$ cat config.mk
export PLATFORM = sky130hd
export DESIGN_NAME = write_watchpoint_table_unit_flat
export DESIGN_NICKNAME = d
export VERILOG_FILES = /design/src/hdl/wwt_pkg.sv /design/src/hdl/wwt_if.sv /design/src/hdl/write_watchpoint_table_unit.sv /design/src/flat_wrapper.sv
export SDC_FILE = /design/constraint.sdc
export NUM_CORES = 1
export LEC_CHECK = 0
export ABC_AREA = 1
export BUFFER_PORTS_ARGS = -buffer_cell sky130_fd_sc_hd__buf_2
export CAP_MARGIN = 20
export CORE_AREA = 2 2 312 314
export DETAILED_ROUTE_END_ITERATION = 10
export DIE_AREA = 0 0 314 316
export GPL_TIMING_DRIVEN = 0
export PLACE_DENSITY = 0.67
export SYNTH_ARGS = -nofsm -noshare
export SYNTH_HDL_FRONTEND = slang
export SYNTH_SLANG_ARGS = --single-unit
$ cat constraint.sdc
create_clock -name clk -period 6.4 [get_ports clk]
set_input_delay 0.96 -clock clk [delete_from_list [all_inputs] [get_ports clk]]
set_output_delay 0.96 -clock clk [all_outputs]
set_load 0.02 [all_outputs]
$ cat src/hdl/wwt_pkg.sv
// Package for the write watchpoint table: field widths, request, status
// and page event codes shared by the channel interfaces and the unit.
// No dependencies.
`default_nettype none

package wwt_pkg;

  localparam int ADDR_W = 32;
  localparam int LEN_W  = 17;
  localparam int TIX_W  = 6;
  localparam int SLOT_W = 3;
  localparam int PSL_W  = 5;
  localparam int REF_W  = 4;

  typedef logic [1:0]        func_t;
  typedef logic [2:0]        status_t;
  typedef logic [1:0]        page_event_t;
  typedef logic [PSL_W-1:0]  psl_t;
  typedef logic [REF_W-1:0]  refcnt_t;

  localparam func_t FUNC_SET = 2'd0;
  localparam func_t FUNC_DEL = 2'd1;
  localparam func_t FUNC_ACC = 2'd2;

  localparam status_t ST_OK      = 3'd0;
  localparam status_t ST_INVALID = 3'd1;
  localparam status_t ST_BUSY    = 3'd2;
  localparam status_t ST_NOSPACE = 3'd3;
  localparam status_t ST_FAULT   = 3'd4;

  localparam page_event_t EV_NONE = 2'd0;
  localparam page_event_t EV_NEW  = 2'd1;
  localparam page_event_t EV_REL  = 2'd2;

  localparam psl_t PSL_MIN   = 5'd4;
  localparam psl_t PSL_MAX   = 5'd16;
  localparam psl_t PSL_RESET = 5'd12;

endpackage

`default_nettype wire

$ cat src/hdl/wwt_if.sv
// Valid/ready channel interfaces for requests and results of the
// write watchpoint table. Depends on wwt_pkg.
`default_nettype none

interface wwt_in_if
  import wwt_pkg::*;
  ();
  logic                valid;
  logic                ready;
  func_t               func;
  logic [ADDR_W-1:0]   addr;
  logic [LEN_W-1:0]    len;
  logic [TIX_W-1:0]    trap_index;

  modport source (output valid, func, addr, len, trap_index, input ready);
  modport sink   (input valid, func, addr, len, trap_index, output ready);
endinterface

interface wwt_out_if
  import wwt_pkg::*;
  ();
  logic                valid;
  logic                ready;
  status_t             status;
  logic [SLOT_W-1:0]   slot;
  logic                hit;
  page_event_t         page_event;

  modport source (output valid, status, slot, hit, page_event, input ready);
  modport sink   (input valid, status, slot, hit, page_event, output ready);
endinterface

`default_nettype wire

$ cat src/hdl/write_watchpoint_table_unit.sv
// Write watchpoint table: watched address ranges plus protected pages with
// reference counts, searched by one shared compare unit under a sequencer.
// Depends on wwt_pkg and wwt_if.
//
//  channel   dir  signals                               transfer when
//  in_ch     in   func, addr, len, trap_index           valid && ready
//  out_ch    out  status, slot, hit, page_event         valid && ready
//  cfg       in   cfg_we, cfg_wdata (page_size_log2)    cfg_we high
//
// Set and access requests pass S_CHECK, S_SCAN, S_RESOLVE and S_EMIT: one
// compare unit walks the watch and page tables one entry per cycle through
// registered table reads. Delete passes S_DEL; a rejected request neither.
// in_ch.ready is high only in the idle state; a result waits in
// the output register and stalls only the next result, not the next request.
// Synchronous reset clears all watches, page counts and sets page size 4 KiB.
`default_nettype none

module write_watchpoint_table_unit
  import wwt_pkg::*;
#(
  parameter int NUM_WATCHES = 8,
  parameter int ADDR_WIDTH  = 32
) (
  input  wire logic            clk,
  input  wire logic            rst_n,
  wwt_in_if.sink               in_ch,
  wwt_out_if.source            out_ch,
  input  wire logic            cfg_we,
  input  wire logic [PSL_W-1:0] cfg_wdata
);

  localparam int SAW = (ADDR_WIDTH < ADDR_W) ? ADDR_WIDTH : ADDR_W;
  localparam int IW  = (NUM_WATCHES > 1) ? $clog2(NUM_WATCHES) : 1;
  localparam int CW  = (SAW > LEN_W) ? SAW : LEN_W;
  localparam logic [IW-1:0]    LAST_IDX = IW'(NUM_WATCHES - 1);
  localparam logic [TIX_W:0]   NUM_IDX  = (TIX_W + 1)'(NUM_WATCHES);

  typedef enum logic [2:0] {
    S_IDLE, S_CHECK, S_SCAN, S_RESOLVE, S_DEL, S_EMIT
  } state_t;

  state_t              state_r;
  psl_t                psl_r;
  func_t               func_r;
  logic [SAW-1:0]      addr_r;
  logic [LEN_W-1:0]    len_r;
  logic [TIX_W-1:0]    tix_r;
  logic [SAW-1:0]      base_r;

  logic [NUM_WATCHES-1:0] active_r;
  refcnt_t             ref_r [NUM_WATCHES];

  // table storage
  logic [SAW-1:0]      wstart_mem [NUM_WATCHES];
  logic [LEN_W-1:0]    wlen_mem   [NUM_WATCHES];
  logic [IW-1:0]       wpslot_mem [NUM_WATCHES];
  logic [SAW-1:0]      pbase_mem  [NUM_WATCHES];
  logic [SAW-1:0]      wstart_q;
  logic [LEN_W-1:0]    wlen_q;
  logic [IW-1:0]       wpslot_q;
  logic [SAW-1:0]      pbase_q;

  // scan sequencer
  logic                issue_r;
  logic [IW-1:0]       sc_r;
  logic                ev_v_r;
  logic [IW-1:0]       ev_idx_r;
  logic                ov_f_r, wfree_f_r, hit_f_r, pg_f_r, pfree_f_r;
  logic [IW-1:0]       wfree_idx_r, hit_idx_r, pg_idx_r, pfree_idx_r;

  // pending result
  status_t             res_status_r;
  logic [SLOT_W-1:0]   res_slot_r;
  logic                res_hit_r;
  page_event_t         res_event_r;

  // output register
  logic                out_valid_r;
  status_t             out_status_r;
  logic [SLOT_W-1:0]   out_slot_r;
  logic                out_hit_r;
  page_event_t         out_event_r;

  psl_t                psl_sat;
  logic [LEN_W-1:0]    page_bytes;
  logic [SAW-1:0]      base_c;
  logic                set_bad;
  logic                del_ok;
  logic [IW-1:0]       rd_idx;

  logic [SAW:0]        diff;
  logic [SAW-1:0]      ndiff;
  logic                ge;
  logic                in_w, in_new;
  logic                e_ov, e_hit, e_wfree, e_pmatch, e_pfree;

  logic                set_commit;
  logic [IW-1:0]       p_sel;
  logic                del_last;

  always_comb begin
    if (psl_r < PSL_MIN) begin
      psl_sat = PSL_MIN;
    end else if (psl_r > PSL_MAX) begin
      psl_sat = PSL_MAX;
    end else begin
      psl_sat = psl_r;
    end
    page_bytes = LEN_W'(1) << psl_sat;
    base_c     = addr_r & ({SAW{1'b1}} << psl_sat);
    set_bad    = (base_c == '0) || (len_r == '0) || (len_r > page_bytes);
    del_ok     = ({1'b0, tix_r} < NUM_IDX) && active_r[tix_r[IW-1:0]];
    rd_idx     = (state_r == S_SCAN) ? sc_r : tix_r[IW-1:0];
  end

  // shared compare unit, one table entry per cycle
  always_comb begin
    diff     = {1'b0, addr_r} - {1'b0, wstart_q};
    ndiff    = wstart_q - addr_r;
    ge       = !diff[SAW];
    in_w     = CW'(diff[SAW-1:0]) < CW'(wlen_q);
    in_new   = CW'(ndiff) < CW'(len_r);
    e_hit    = active_r[ev_idx_r] && ge && in_w;
    e_ov     = active_r[ev_idx_r] && (ge ? in_w : in_new);
    e_wfree  = !active_r[ev_idx_r];
    e_pmatch = (ref_r[ev_idx_r] != '0) && (pbase_q == base_r);
    e_pfree  = (ref_r[ev_idx_r] == '0) && (ev_idx_r != '0);
  end

  always_comb begin
    set_commit = (state_r == S_RESOLVE) && (func_r == FUNC_SET) && !ov_f_r && wfree_f_r;
    if (pg_f_r) begin
      p_sel = pg_idx_r;
    end else if (pfree_f_r) begin
      p_sel = pfree_idx_r;
    end else begin
      p_sel = '0;
    end
    del_last = (ref_r[wpslot_q] == REF_W'(1));
  end

  always_ff @(posedge clk) begin
    if (set_commit) begin
      wstart_mem[wfree_idx_r] <= addr_r;
      wlen_mem[wfree_idx_r]   <= len_r;
      wpslot_mem[wfree_idx_r] <= p_sel;
      if (!pg_f_r) begin
        pbase_mem[p_sel] <= base_r;
      end
    end
    wstart_q <= wstart_mem[rd_idx];
    wlen_q   <= wlen_mem[rd_idx];
    wpslot_q <= wpslot_mem[rd_idx];
    pbase_q  <= pbase_mem[rd_idx];
  end

  always_ff @(posedge clk) begin
    if (!rst_n) begin
      state_r     <= S_IDLE;
      psl_r       <= PSL_RESET;
      active_r    <= '0;
      for (int i = 0; i < NUM_WATCHES; i++) begin
        ref_r[i] <= '0;
      end
      issue_r     <= 1'b0;
      ev_v_r      <= 1'b0;
      out_valid_r <= 1'b0;
    end else begin
      if (cfg_we) begin
        psl_r <= cfg_wdata;
      end
      if (out_valid_r && out_ch.ready && state_r != S_EMIT) begin
        out_valid_r <= 1'b0;
      end

      unique case (state_r)
        S_IDLE: begin
          if (in_ch.valid) begin
            func_r  <= in_ch.func;
            addr_r  <= in_ch.addr[SAW-1:0];
            len_r   <= in_ch.len;
            tix_r   <= in_ch.trap_index;
            state_r <= S_CHECK;
          end
        end

        S_CHECK: begin
          base_r       <= base_c;
          res_status_r <= ST_INVALID;
          res_slot_r   <= '0;
          res_hit_r    <= 1'b0;
          res_event_r  <= EV_NONE;
          ov_f_r       <= 1'b0;
          wfree_f_r    <= 1'b0;
          hit_f_r      <= 1'b0;
          pg_f_r       <= 1'b0;
          pfree_f_r    <= 1'b0;
          sc_r         <= LAST_IDX;
          priority if (func_r == FUNC_SET && !set_bad) begin
            issue_r <= 1'b1;
            state_r <= S_SCAN;
          end else if (func_r == FUNC_ACC) begin
            issue_r <= 1'b1;
            state_r <= S_SCAN;
          end else if (func_r == FUNC_DEL && del_ok) begin
            state_r <= S_DEL;
          end else begin
            state_r <= S_EMIT;
          end
        end

        S_SCAN: begin
          if (ev_v_r) begin
            if (e_ov && !ov_f_r) begin
              ov_f_r <= 1'b1;
            end
            if (e_wfree && !wfree_f_r) begin
              wfree_f_r   <= 1'b1;
              wfree_idx_r <= ev_idx_r;
            end
            if (e_hit && !hit_f_r) begin
              hit_f_r   <= 1'b1;
              hit_idx_r <= ev_idx_r;
            end
            if (e_pmatch && !pg_f_r) begin
              pg_f_r   <= 1'b1;
              pg_idx_r <= ev_idx_r;
            end
            if (e_pfree && !pfree_f_r) begin
              pfree_f_r   <= 1'b1;
              pfree_idx_r <= ev_idx_r;
            end
          end
          if (issue_r) begin
            ev_v_r   <= 1'b1;
            ev_idx_r <= sc_r;
            if (sc_r == '0) begin
              issue_r <= 1'b0;
            end else begin
              sc_r <= sc_r - IW'(1);
            end
          end else begin
            ev_v_r <= 1'b0;
            if (ev_v_r) begin
              state_r <= S_RESOLVE;
            end
          end
        end

        S_RESOLVE: begin
          state_r <= S_EMIT;
          if (func_r == FUNC_SET) begin
            priority if (ov_f_r) begin
              res_status_r <= ST_BUSY;
            end else if (!wfree_f_r) begin
              res_status_r <= ST_NOSPACE;
            end else begin
              res_status_r          <= ST_OK;
              res_slot_r            <= SLOT_W'(wfree_idx_r);
              active_r[wfree_idx_r] <= 1'b1;
              if (pg_f_r) begin
                ref_r[p_sel] <= ref_r[p_sel] + REF_W'(1);
                res_event_r  <= EV_NONE;
              end else begin
                ref_r[p_sel] <= REF_W'(1);
                res_event_r  <= EV_NEW;
              end
            end
          end else begin
            priority if (!pg_f_r) begin
              res_status_r <= ST_FAULT;
            end else if (hit_f_r) begin
              res_status_r <= ST_OK;
              res_slot_r   <= SLOT_W'(hit_idx_r);
              res_hit_r    <= 1'b1;
            end else begin
              res_status_r <= ST_OK;
            end
          end
        end

        S_DEL: begin
          active_r[tix_r[IW-1:0]] <= 1'b0;
          res_status_r <= ST_OK;
          if (ref_r[wpslot_q] != '0) begin
            ref_r[wpslot_q] <= ref_r[wpslot_q] - REF_W'(1);
            res_event_r     <= del_last ? EV_REL : EV_NONE;
          end
          state_r <= S_EMIT;
        end

        S_EMIT: begin
          if (!out_valid_r || out_ch.ready) begin
            out_valid_r  <= 1'b1;
            out_status_r <= res_status_r;
            out_slot_r   <= res_slot_r;
            out_hit_r    <= res_hit_r;
            out_event_r  <= res_event_r;
            state_r      <= S_IDLE;
          end
        end

        default: begin
          state_r <= S_IDLE;
        end
      endcase
    end
  end

  assign in_ch.ready       = (state_r == S_IDLE);
  assign out_ch.valid      = out_valid_r;
  assign out_ch.status     = out_status_r;
  assign out_ch.slot       = out_slot_r;
  assign out_ch.hit        = out_hit_r;
  assign out_ch.page_event = out_event_r;

endmodule

`default_nettype wire

$ cat src/flat_wrapper.sv
// flat-port wrapper written by rule: the top's interface ports become plain ports
module write_watchpoint_table_unit_flat import wwt_pkg::*;
#(
  parameter int NUM_WATCHES = 8,
  parameter int ADDR_WIDTH  = 32
)
  (clk, rst_n, cfg_we, cfg_wdata, in_ch_valid, in_ch_func, in_ch_addr, in_ch_len, in_ch_trap_index, in_ch_ready, out_ch_valid, out_ch_status, out_ch_slot, out_ch_hit, out_ch_page_event, out_ch_ready);
  wwt_in_if in_ch_i ();
  wwt_out_if out_ch_i ();
  input  wire logic clk;
  input  wire logic rst_n;
  input  wire logic cfg_we;
  input  wire logic [PSL_W-1:0] cfg_wdata;
  input wire logic [$bits(in_ch_i.valid)-1:0] in_ch_valid;
  input wire logic [$bits(in_ch_i.func)-1:0] in_ch_func;
  input wire logic [$bits(in_ch_i.addr)-1:0] in_ch_addr;
  input wire logic [$bits(in_ch_i.len)-1:0] in_ch_len;
  input wire logic [$bits(in_ch_i.trap_index)-1:0] in_ch_trap_index;
  output wire logic [$bits(in_ch_i.ready)-1:0] in_ch_ready;
  output wire logic [$bits(out_ch_i.valid)-1:0] out_ch_valid;
  output wire logic [$bits(out_ch_i.status)-1:0] out_ch_status;
  output wire logic [$bits(out_ch_i.slot)-1:0] out_ch_slot;
  output wire logic [$bits(out_ch_i.hit)-1:0] out_ch_hit;
  output wire logic [$bits(out_ch_i.page_event)-1:0] out_ch_page_event;
  input wire logic [$bits(out_ch_i.ready)-1:0] out_ch_ready;
  assign in_ch_i.valid = in_ch_valid;
  assign in_ch_i.func = in_ch_func;
  assign in_ch_i.addr = in_ch_addr;
  assign in_ch_i.len = in_ch_len;
  assign in_ch_i.trap_index = in_ch_trap_index;
  assign in_ch_ready = in_ch_i.ready;
  assign out_ch_valid = out_ch_i.valid;
  assign out_ch_status = out_ch_i.status;
  assign out_ch_slot = out_ch_i.slot;
  assign out_ch_hit = out_ch_i.hit;
  assign out_ch_page_event = out_ch_i.page_event;
  assign out_ch_i.ready = out_ch_ready;
  write_watchpoint_table_unit #(.NUM_WATCHES(NUM_WATCHES), .ADDR_WIDTH(ADDR_WIDTH)) u_core (.clk(clk), .rst_n(rst_n), .in_ch(in_ch_i), .out_ch(out_ch_i), .cfg_we(cfg_we), .cfg_wdata(cfg_wdata));
endmodule
==> key figures, run 1 <==
CTS
  • CTS Buffer Depth: 3
  • CTS tree: built
  • Worst skew pair latency: 0.67 ns
  • Clock Root Buffer: clkbuf_16
  • CTS Hold Bufs: 0
  • Clock sink total: 940
  • Htree depth: 3
  • Worst-path clk slew: 0.07 ns
  • Cts bufs inserted: 95
  • Post CTS Setup Buffer Count: 0
  • Post-cts resize count: 0

Floorplanning
  • Number of core rows: 114
  • Core area: 0.0960 mm²
  • Die Ht: 316 µm
  • Area of the die: 0.0992 mm²
  • Die W: 314 µm
  • I/O pins: 78
  • Starting Density: 0.438

STA
  • Worst Clk Skew: 0.0299 ns
  • Final-report hold violation count: 0
  • Pins Over Slew Limit: 0
  • Setup TNS: 0 ns
  • Clock period minus final worst setup slack: 4.50 ns
  • Slew headroom: 0.204
  • Final setup violation count: 0
  • Max Clock Freq: 222 MHz
  • Min Hold Slack: 0.419 ns
  • RSZ-0062 raised after global routing: no
  • Worst slew pin tran: 1.18 ns
  • Final Cycle Share: 0.703

Power
  • Gate power share: 0.373
  • Worst IR Drop VDD: 0.000241 V
  • Total power: 0.0212 W
  • Internal Power: 0.0130 W
  • Static leakage: 17.9 nW
  • Power per Cell Area: 443 mW/mm²
  • Clock share of power: 0.261
  • Sequential group share of total power: 0.366
  • Switching Power: 0.00818 W
  • Net Sw Frac: 0.386

Routing
  • Initial DRC count: 3,145
  • Vias per cell: 5.46
  • WL/cell: 21.5 µm
  • Vias: 29,600
  • Post-Route WL: 117 mm
  • DRC violations left: 0
  • Drt pass-1 iters: 7
  • Antenna-violating nets left: 0

Synthesis
  • Top FF cell, synth: edfxtp_1
  • Avg Inst Size Synth: 10.9 µm²
  • FF+latch count, synth: 940
  • Synth top area share: 0.596
  • Gate Count Post-Synth: 3,848
  • Cell taking the most area after synthesis: edfxtp_1
  • Synth warnings: 0
  • Main area contributors after synthesis: edfxtp_1, dfxtp_1, nand2_1
  • Cell variety after synth: 60
  • Post-synthesis sequential area ratio: 0.647
  • Asr flop ratio synth: 0
  • Number of synthesized flops with an enable pin: 834
  • Mapped Area: 0.0420 mm²

Global routing
  • GRT Max-Usage Layer: met2
  • Met3 Use GR: 0.0346
  • Congestion Overflow GR: 0
  • M1 GR Usage: 0.312
  • GRT Total Usage: 0.232
  • GRT met2 Usage: 0.383
  • Vias in the first global route: 28,400
  • First-pass GRT wire length: 172 mm
  • Initial antenna violation count: 3
  • Largest net degree at the start of global routing: 29

Final layout
  • Commonest non-fill, non-tap cell in the layout: edfxtp_1
  • Commonest non-fill, non-tap cells in the layout: edfxtp_1, nand2_1, nor2_1
  • Fillers: 8,377
  • Layout cell share with drive strength beyond 1: 0.120
  • Layout net count: 4,244
  • Post-Route Utilization: 0.499
  • P&R area growth vs syn: 14.0%

Worst setup path
  • CP Class: register to register
  • Worst r2r dst: u_core.hit_idx_r[0]
  • Worst r2r src: u_core.addr_r[2]
  • Start point of the critical path: u_core.addr_r[2]
  • Worst Setup Start Kind: register
  • End point of the critical path: u_core.hit_idx_r[0]
  • Worst endpoint required time: 6.71 ns
  • Worst R2R Path Depth: 21
  • Worst setup EP type: register
  • Internal reg-to-reg setup slack: 1.90 ns
  • CP arrival: 4.81 ns
  • Worst Path Max Fanout: 10

Flow run
  • Max-Cap Viols: 0

Status
  • Status: complete, no violations

Worst hold path
  • Worst hold path type: register to register

Place
  • Final GP Congestion: 0.964
  • PortBufs: 76
  • DP HPWL: 82.3 mm
==> registers in the layout, summed over array words and instances, names as in the netlist, 17 cells and up, named ones only <==
| register | flops |
|---|---|
| u_core.base_r | 32 |
| u_core.wpslot_mem | 24 |
| u_core.wlen_q | 17 |
| u_core.wstart_mem | 256 |
| u_core.wlen_mem | 136 |
| u_core.ref_r | 32 |
| u_core.wstart_q | 32 |
| u_core.pbase_q | 32 |
| u_core.addr_r | 32 |
| u_core.pbase_mem | 256 |
| u_core.len_r | 17 |
==> through the flow <==
stage	setup WS (ns)	cells	cell area [µm²]
final	1.90	5411	47900
after global routing	1.65	5410	47900
after CTS	2.01	5410	47900
after detailed placement	2.00	5236	44700
after global placement	-1.35	5206	44000
after floorplan	1.92	3854	42000
==> worst max-delay path: stages, from the launching register on <==
cell,delay [ns]
edfxtp_1,0.64
ha_1,0.39
buf_2,0.21
nand2_1,0.08
nand2_1,0.10
inv_1,0.05
nand2_1,0.21
nand2_1,0.08
nand2_1,0.16
nand2_1,0.07
nand2_1,0.12
xor2_1,0.28
ha_1,0.31
nand2_1,0.09
inv_1,0.04
nand3_1,0.08
inv_1,0.05
a21oi_1,0.14
nand2_1,0.13
nand3_1,0.12
nand4_1,0.29
nor3_1,0.49
==> kinds of logic after synthesis <==
| family | Yosys count | synth area share |
|---|---|---|
| and+or+nand+nor | 1316 | 0.130 |
| other | 2 | 0.000179 |
| AOI/OAI and AO/OA | 762 | 0.101 |
| adders and majority gates | 120 | 0.0361 |
| buffers and inverters | 575 | 0.0538 |
| xor gates and xnor gates | 49 | 0.0102 |
| muxes | 84 | 0.0225 |
| DFF | 940 | 0.647 |
==> layout make-up <==
cell class	instances	area, µm²	share of cell area
inverter	410	1540	0.0322
antenna	1	2.50	0.0000523
multi-input combinational	2339	12700	0.266
clock inverter	47	500	0.0105
buffer	165	717	0.0150
sequential	940	27200	0.568
clock buffer	127	2640	0.0551
timing repair buffer	106	967	0.0202
tap	1276	1600	0.0334
==> power groups by stage <==
stage                     Clock, W  Combinational [W]  Sequential (W)
after floorplan                  0            0.00527         0.00770
after global placement           0            0.00764         0.00787
after detailed placement         0            0.00779         0.00787
after CTS                  0.00560            0.00782         0.00775
after global routing       0.00584            0.00870         0.00780
final                      0.00553            0.00791         0.00776
==> synthesized netlist by cell type, drive strengths merged (3+ instances only) <==
cell type    n
xnor2       13
clkbuf     116
and2        10
a221oi       3
a31oi        7
a21oi      111
inv        408
o211ai       8
xor2        36
nand3      114
dfxtp      106
mux2        84
nand4       37
ha         118
o21bai       7
nor2       556
edfxtp     834
o41ai        3
nand2      548
o21ai      419
o21a         3
buf         49
o311ai       5
nor3        34
nand3b       4
o22ai      184
nor4        10
==> routing by layer <==
| metal | wire length (µm) | share of wire |
|---|---|---|
| met1 | 49300 | 0.42 |
| met2 | 54600 | 0.47 |
| met3 | 8720 | 0.075 |
| met4 | 3870 | 0.033 |
| met5 | 80 | 0.00069 |
==> worst min path at each step <==
stage	start	to	depth (start not counted)
6_report	u_core.res_status_r[1]	u_core.out_ch.status[1]	0
5_1_grt	u_core.res_event_r[0]	u_core.out_ch.page_event[0]	0
4_1_cts	u_core.res_status_r[1]	u_core.out_ch.status[1]	0
3_5_place_dp	u_core.res_status_r[2]	u_core.out_ch.status[2]	0
3_3_place_gp	u_core.res_event_r[0]	u_core.out_ch.page_event[0]	0
2_1_floorplan	u_core.res_hit_r	u_core.out_ch.hit	0
(Power assumes the default switching activity.)
==> run 2: changes to the inputs <==
Clock period 6.4 ns to 4.45 ns, I/O delays scaled along.
==> key figures, run 2 (same netlist as run 1, synthesis figures left out) <==
Status
  • Status: complete, no violations

Floorplanning
  • Die Ht: 316 µm (unchanged)
  • Number of core rows: 114 (unchanged)
  • Area of the die: 0.0992 mm² (unchanged)
  • I/O pins: 78 (unchanged)
  • Die W: 314 µm (unchanged)
  • Starting Density: 0.438 (unchanged)
  • Core area: 0.0960 mm² (unchanged)

CTS
  • Worst-path clk slew: 0.07 ns (about the same)
  • Cts bufs inserted: 95 (unchanged)
  • Htree depth: 3 (unchanged)
  • CTS tree: built
  • CTS Buffer Depth: 3 (unchanged)
  • CTS Hold Bufs: 0 (unchanged)
  • Clock Root Buffer: clkbuf_16
  • Clock sink total: 940 (unchanged)
  • Worst skew pair latency: 0.68 ns (about the same)

Final layout
  • Diode count: 0 (-1)
  • Finished Cell Area: 0.0480 mm² (+0.28%)
  • Post-Route Utilization: 0.500 (+0.00140)
  • Layout net count: 4,259 (+0.35%)
  • Fillers: 8,367 (-0.12%)
  • Layout cell share with drive strength beyond 1: 0.124 (+0.00342)
  • Top Registers: u_core.pbase_mem (256), u_core.wstart_mem (256), u_core.wlen_mem (136)
  • Commonest non-fill, non-tap cell in the layout: edfxtp_1
  • P&R area growth vs syn: 14.3%
  • Commonest non-fill, non-tap cells in the layout: edfxtp_1, nand2_1, nor2_1

STA
  • Final Cycle Share: 0.956 (+0.252)
  • Clock period minus final worst setup slack: 4.25 ns (-0.249 ns)
  • Final setup violation count: 0 (unchanged)
  • Pins Over Slew Limit: 0 (unchanged)
  • Min Hold Slack: 0.172 ns (-0.247 ns)
  • Worst slew pin tran: 1.18 ns (+0.00275 ns)
  • Max Clock Freq: 235 MHz (+5.9%)
  • Final-report hold violation count: 0 (unchanged)
  • Slew headroom: 0.202 (-0.00185)
  • Worst Clk Skew: 0.0322 ns (+0.00231 ns)

Routing
  • WL/cell: 21.5 µm (-0.24%)
  • Initial DRC count: 3,194 (+1.6%)
  • Antenna-violating nets left: 0 (unchanged)
  • Drt pass-1 iters: 7 (unchanged)
  • Vias: 29,600 (+0.041%)
  • Post-Route WL: 117 mm (about the same)
  • Vias per cell: 5.45 (-0.22%)
  • DRC violations left: 0 (unchanged)

Worst setup path
  • CP Class: register to register
  • Worst endpoint required time: 4.81 ns (-1.90 ns)
  • Worst Setup Start Kind: register
  • Worst setup EP type: register
  • Worst Path Max Fanout: 11 (+1)
  • CP arrival: 4.61 ns (-0.20 ns)

Power
  • Static leakage: 18.0 nW (+0.47%)
  • Worst IR Drop VDD: 0.000346 V (+44%)
  • Power per Cell Area: 636 mW/mm² (+44%)

Place
  • DP HPWL: 82.3 mm (unchanged)
  • Area after DPL: 0.0447 mm² (unchanged)
  • Final GP Congestion: 0.964 (unchanged)
  • PortBufs: 76 (unchanged)

Global routing
  • GRT Total Usage: 0.232 (unchanged)
  • First-pass GRT wire length: 172 mm (unchanged)
  • Vias in the first global route: 28,400 (unchanged)
  • Largest net degree at the start of global routing: 29 (unchanged)
  • Initial antenna violation count: 3 (unchanged)
  • Congestion Overflow GR: 0 (unchanged)

Flow run
  • Max-Cap Viols: 0 (unchanged)

Worst hold path
  • Worst hold path type: primary input to register
[run 2: changes by cell type in the layout (fill, tap and decap cells not counted)]
cell     previous run  this run
nor3_4              1         2
diode_2             1         0
buf_12             25        26
nor3_1             30        29
buf_4               4        18
[run 2: what timing repair did]
action / 4_1_cts / 5_1_grt
gates resized for setup: 0 / 2
setup buffers: 0 / 15
setup endpoints to repair: 0 / 5
[run 2: area by class of cell]
type | instances | area [µm²] | area share
clock inverters | 47 | 500 | 0.0104
clock buffers | 127 | 2640 | 0.0550
inverters | 410 | 1540 | 0.0321
multi-input cells | 2339 | 12700 | 0.266
well taps | 1276 | 1600 | 0.0333
repair buffers | 121 | 1090 | 0.0228
flip-flops and latches | 940 | 27200 | 0.566
plain buffers | 165 | 717 | 0.0149
[run 2: final timing paths]
check / from / end / slack [ns] / depth (start not counted)
hold reg to reg: u_core.res_status_r[1] / u_core.out_ch.status[1] / 0.42 / 0
setup reg to reg: u_core.addr_r[13] / u_core.hit_idx_r[0] / 0.20 / 19
setup / recovery: u_core.addr_r[13] / u_core.hit_idx_r[0] / 0.20 / 19
hold / removal: in_ch_addr[14] / u_core.addr_r[14] / 0.17 / 1
[run 2: metrics by stage]
stage | std cells | power (W) | worst slack, ns | setup TNS, ns
2_1_floorplan | 3854 | 0.0186 | 0.264 | 0
3_3_place_gp | 5206 | 0.0223 | -3.01 | -1025.07
3_5_place_dp | 5236 | 0.0225 | 0.0547 | 0
4_1_cts | 5410 | 0.0305 | 0.0612 | 0
5_1_grt | 5425 | 0.0322 | -0.0365 | -0.109
6_report | 5425 | 0.0305 | 0.197 | 0
[run 2: power breakdown]
group	internal, W	total [W]	switching [W]
clock network	0.00455	0.00795	0.00340
logic	0.00368	0.0114	0.00777
registers	0.0105	0.0111	0.000624
[run 2: critical path: stages (launching register included)]
cell and delay, ns:
edfxtp_1 0.66, ha_1 0.40, clkbuf_2 0.19, nand2_1 0.13, nor2_2 0.22, nand2_1 0.10
inv_1 0.08, nand2_1 0.05, nand2_1 0.12, xor2_1 0.32, ha_1 0.32, nand2_1 0.09
inv_1 0.04, nand3_1 0.08, inv_1 0.05, a21oi_1 0.15, nand2_1 0.14, nand3_1 0.12
nand4_1 0.36, nor3_4 0.32
[run 2: metal layers]
metal	GRT usage	up-vias	wire [µm]
met5	0	-	77
li1	-	13800	-
met4	0.0856	4	3820
met3	0.0346	205	8730
met1	0.312	14400	49200
met2	0.383	1178	54800
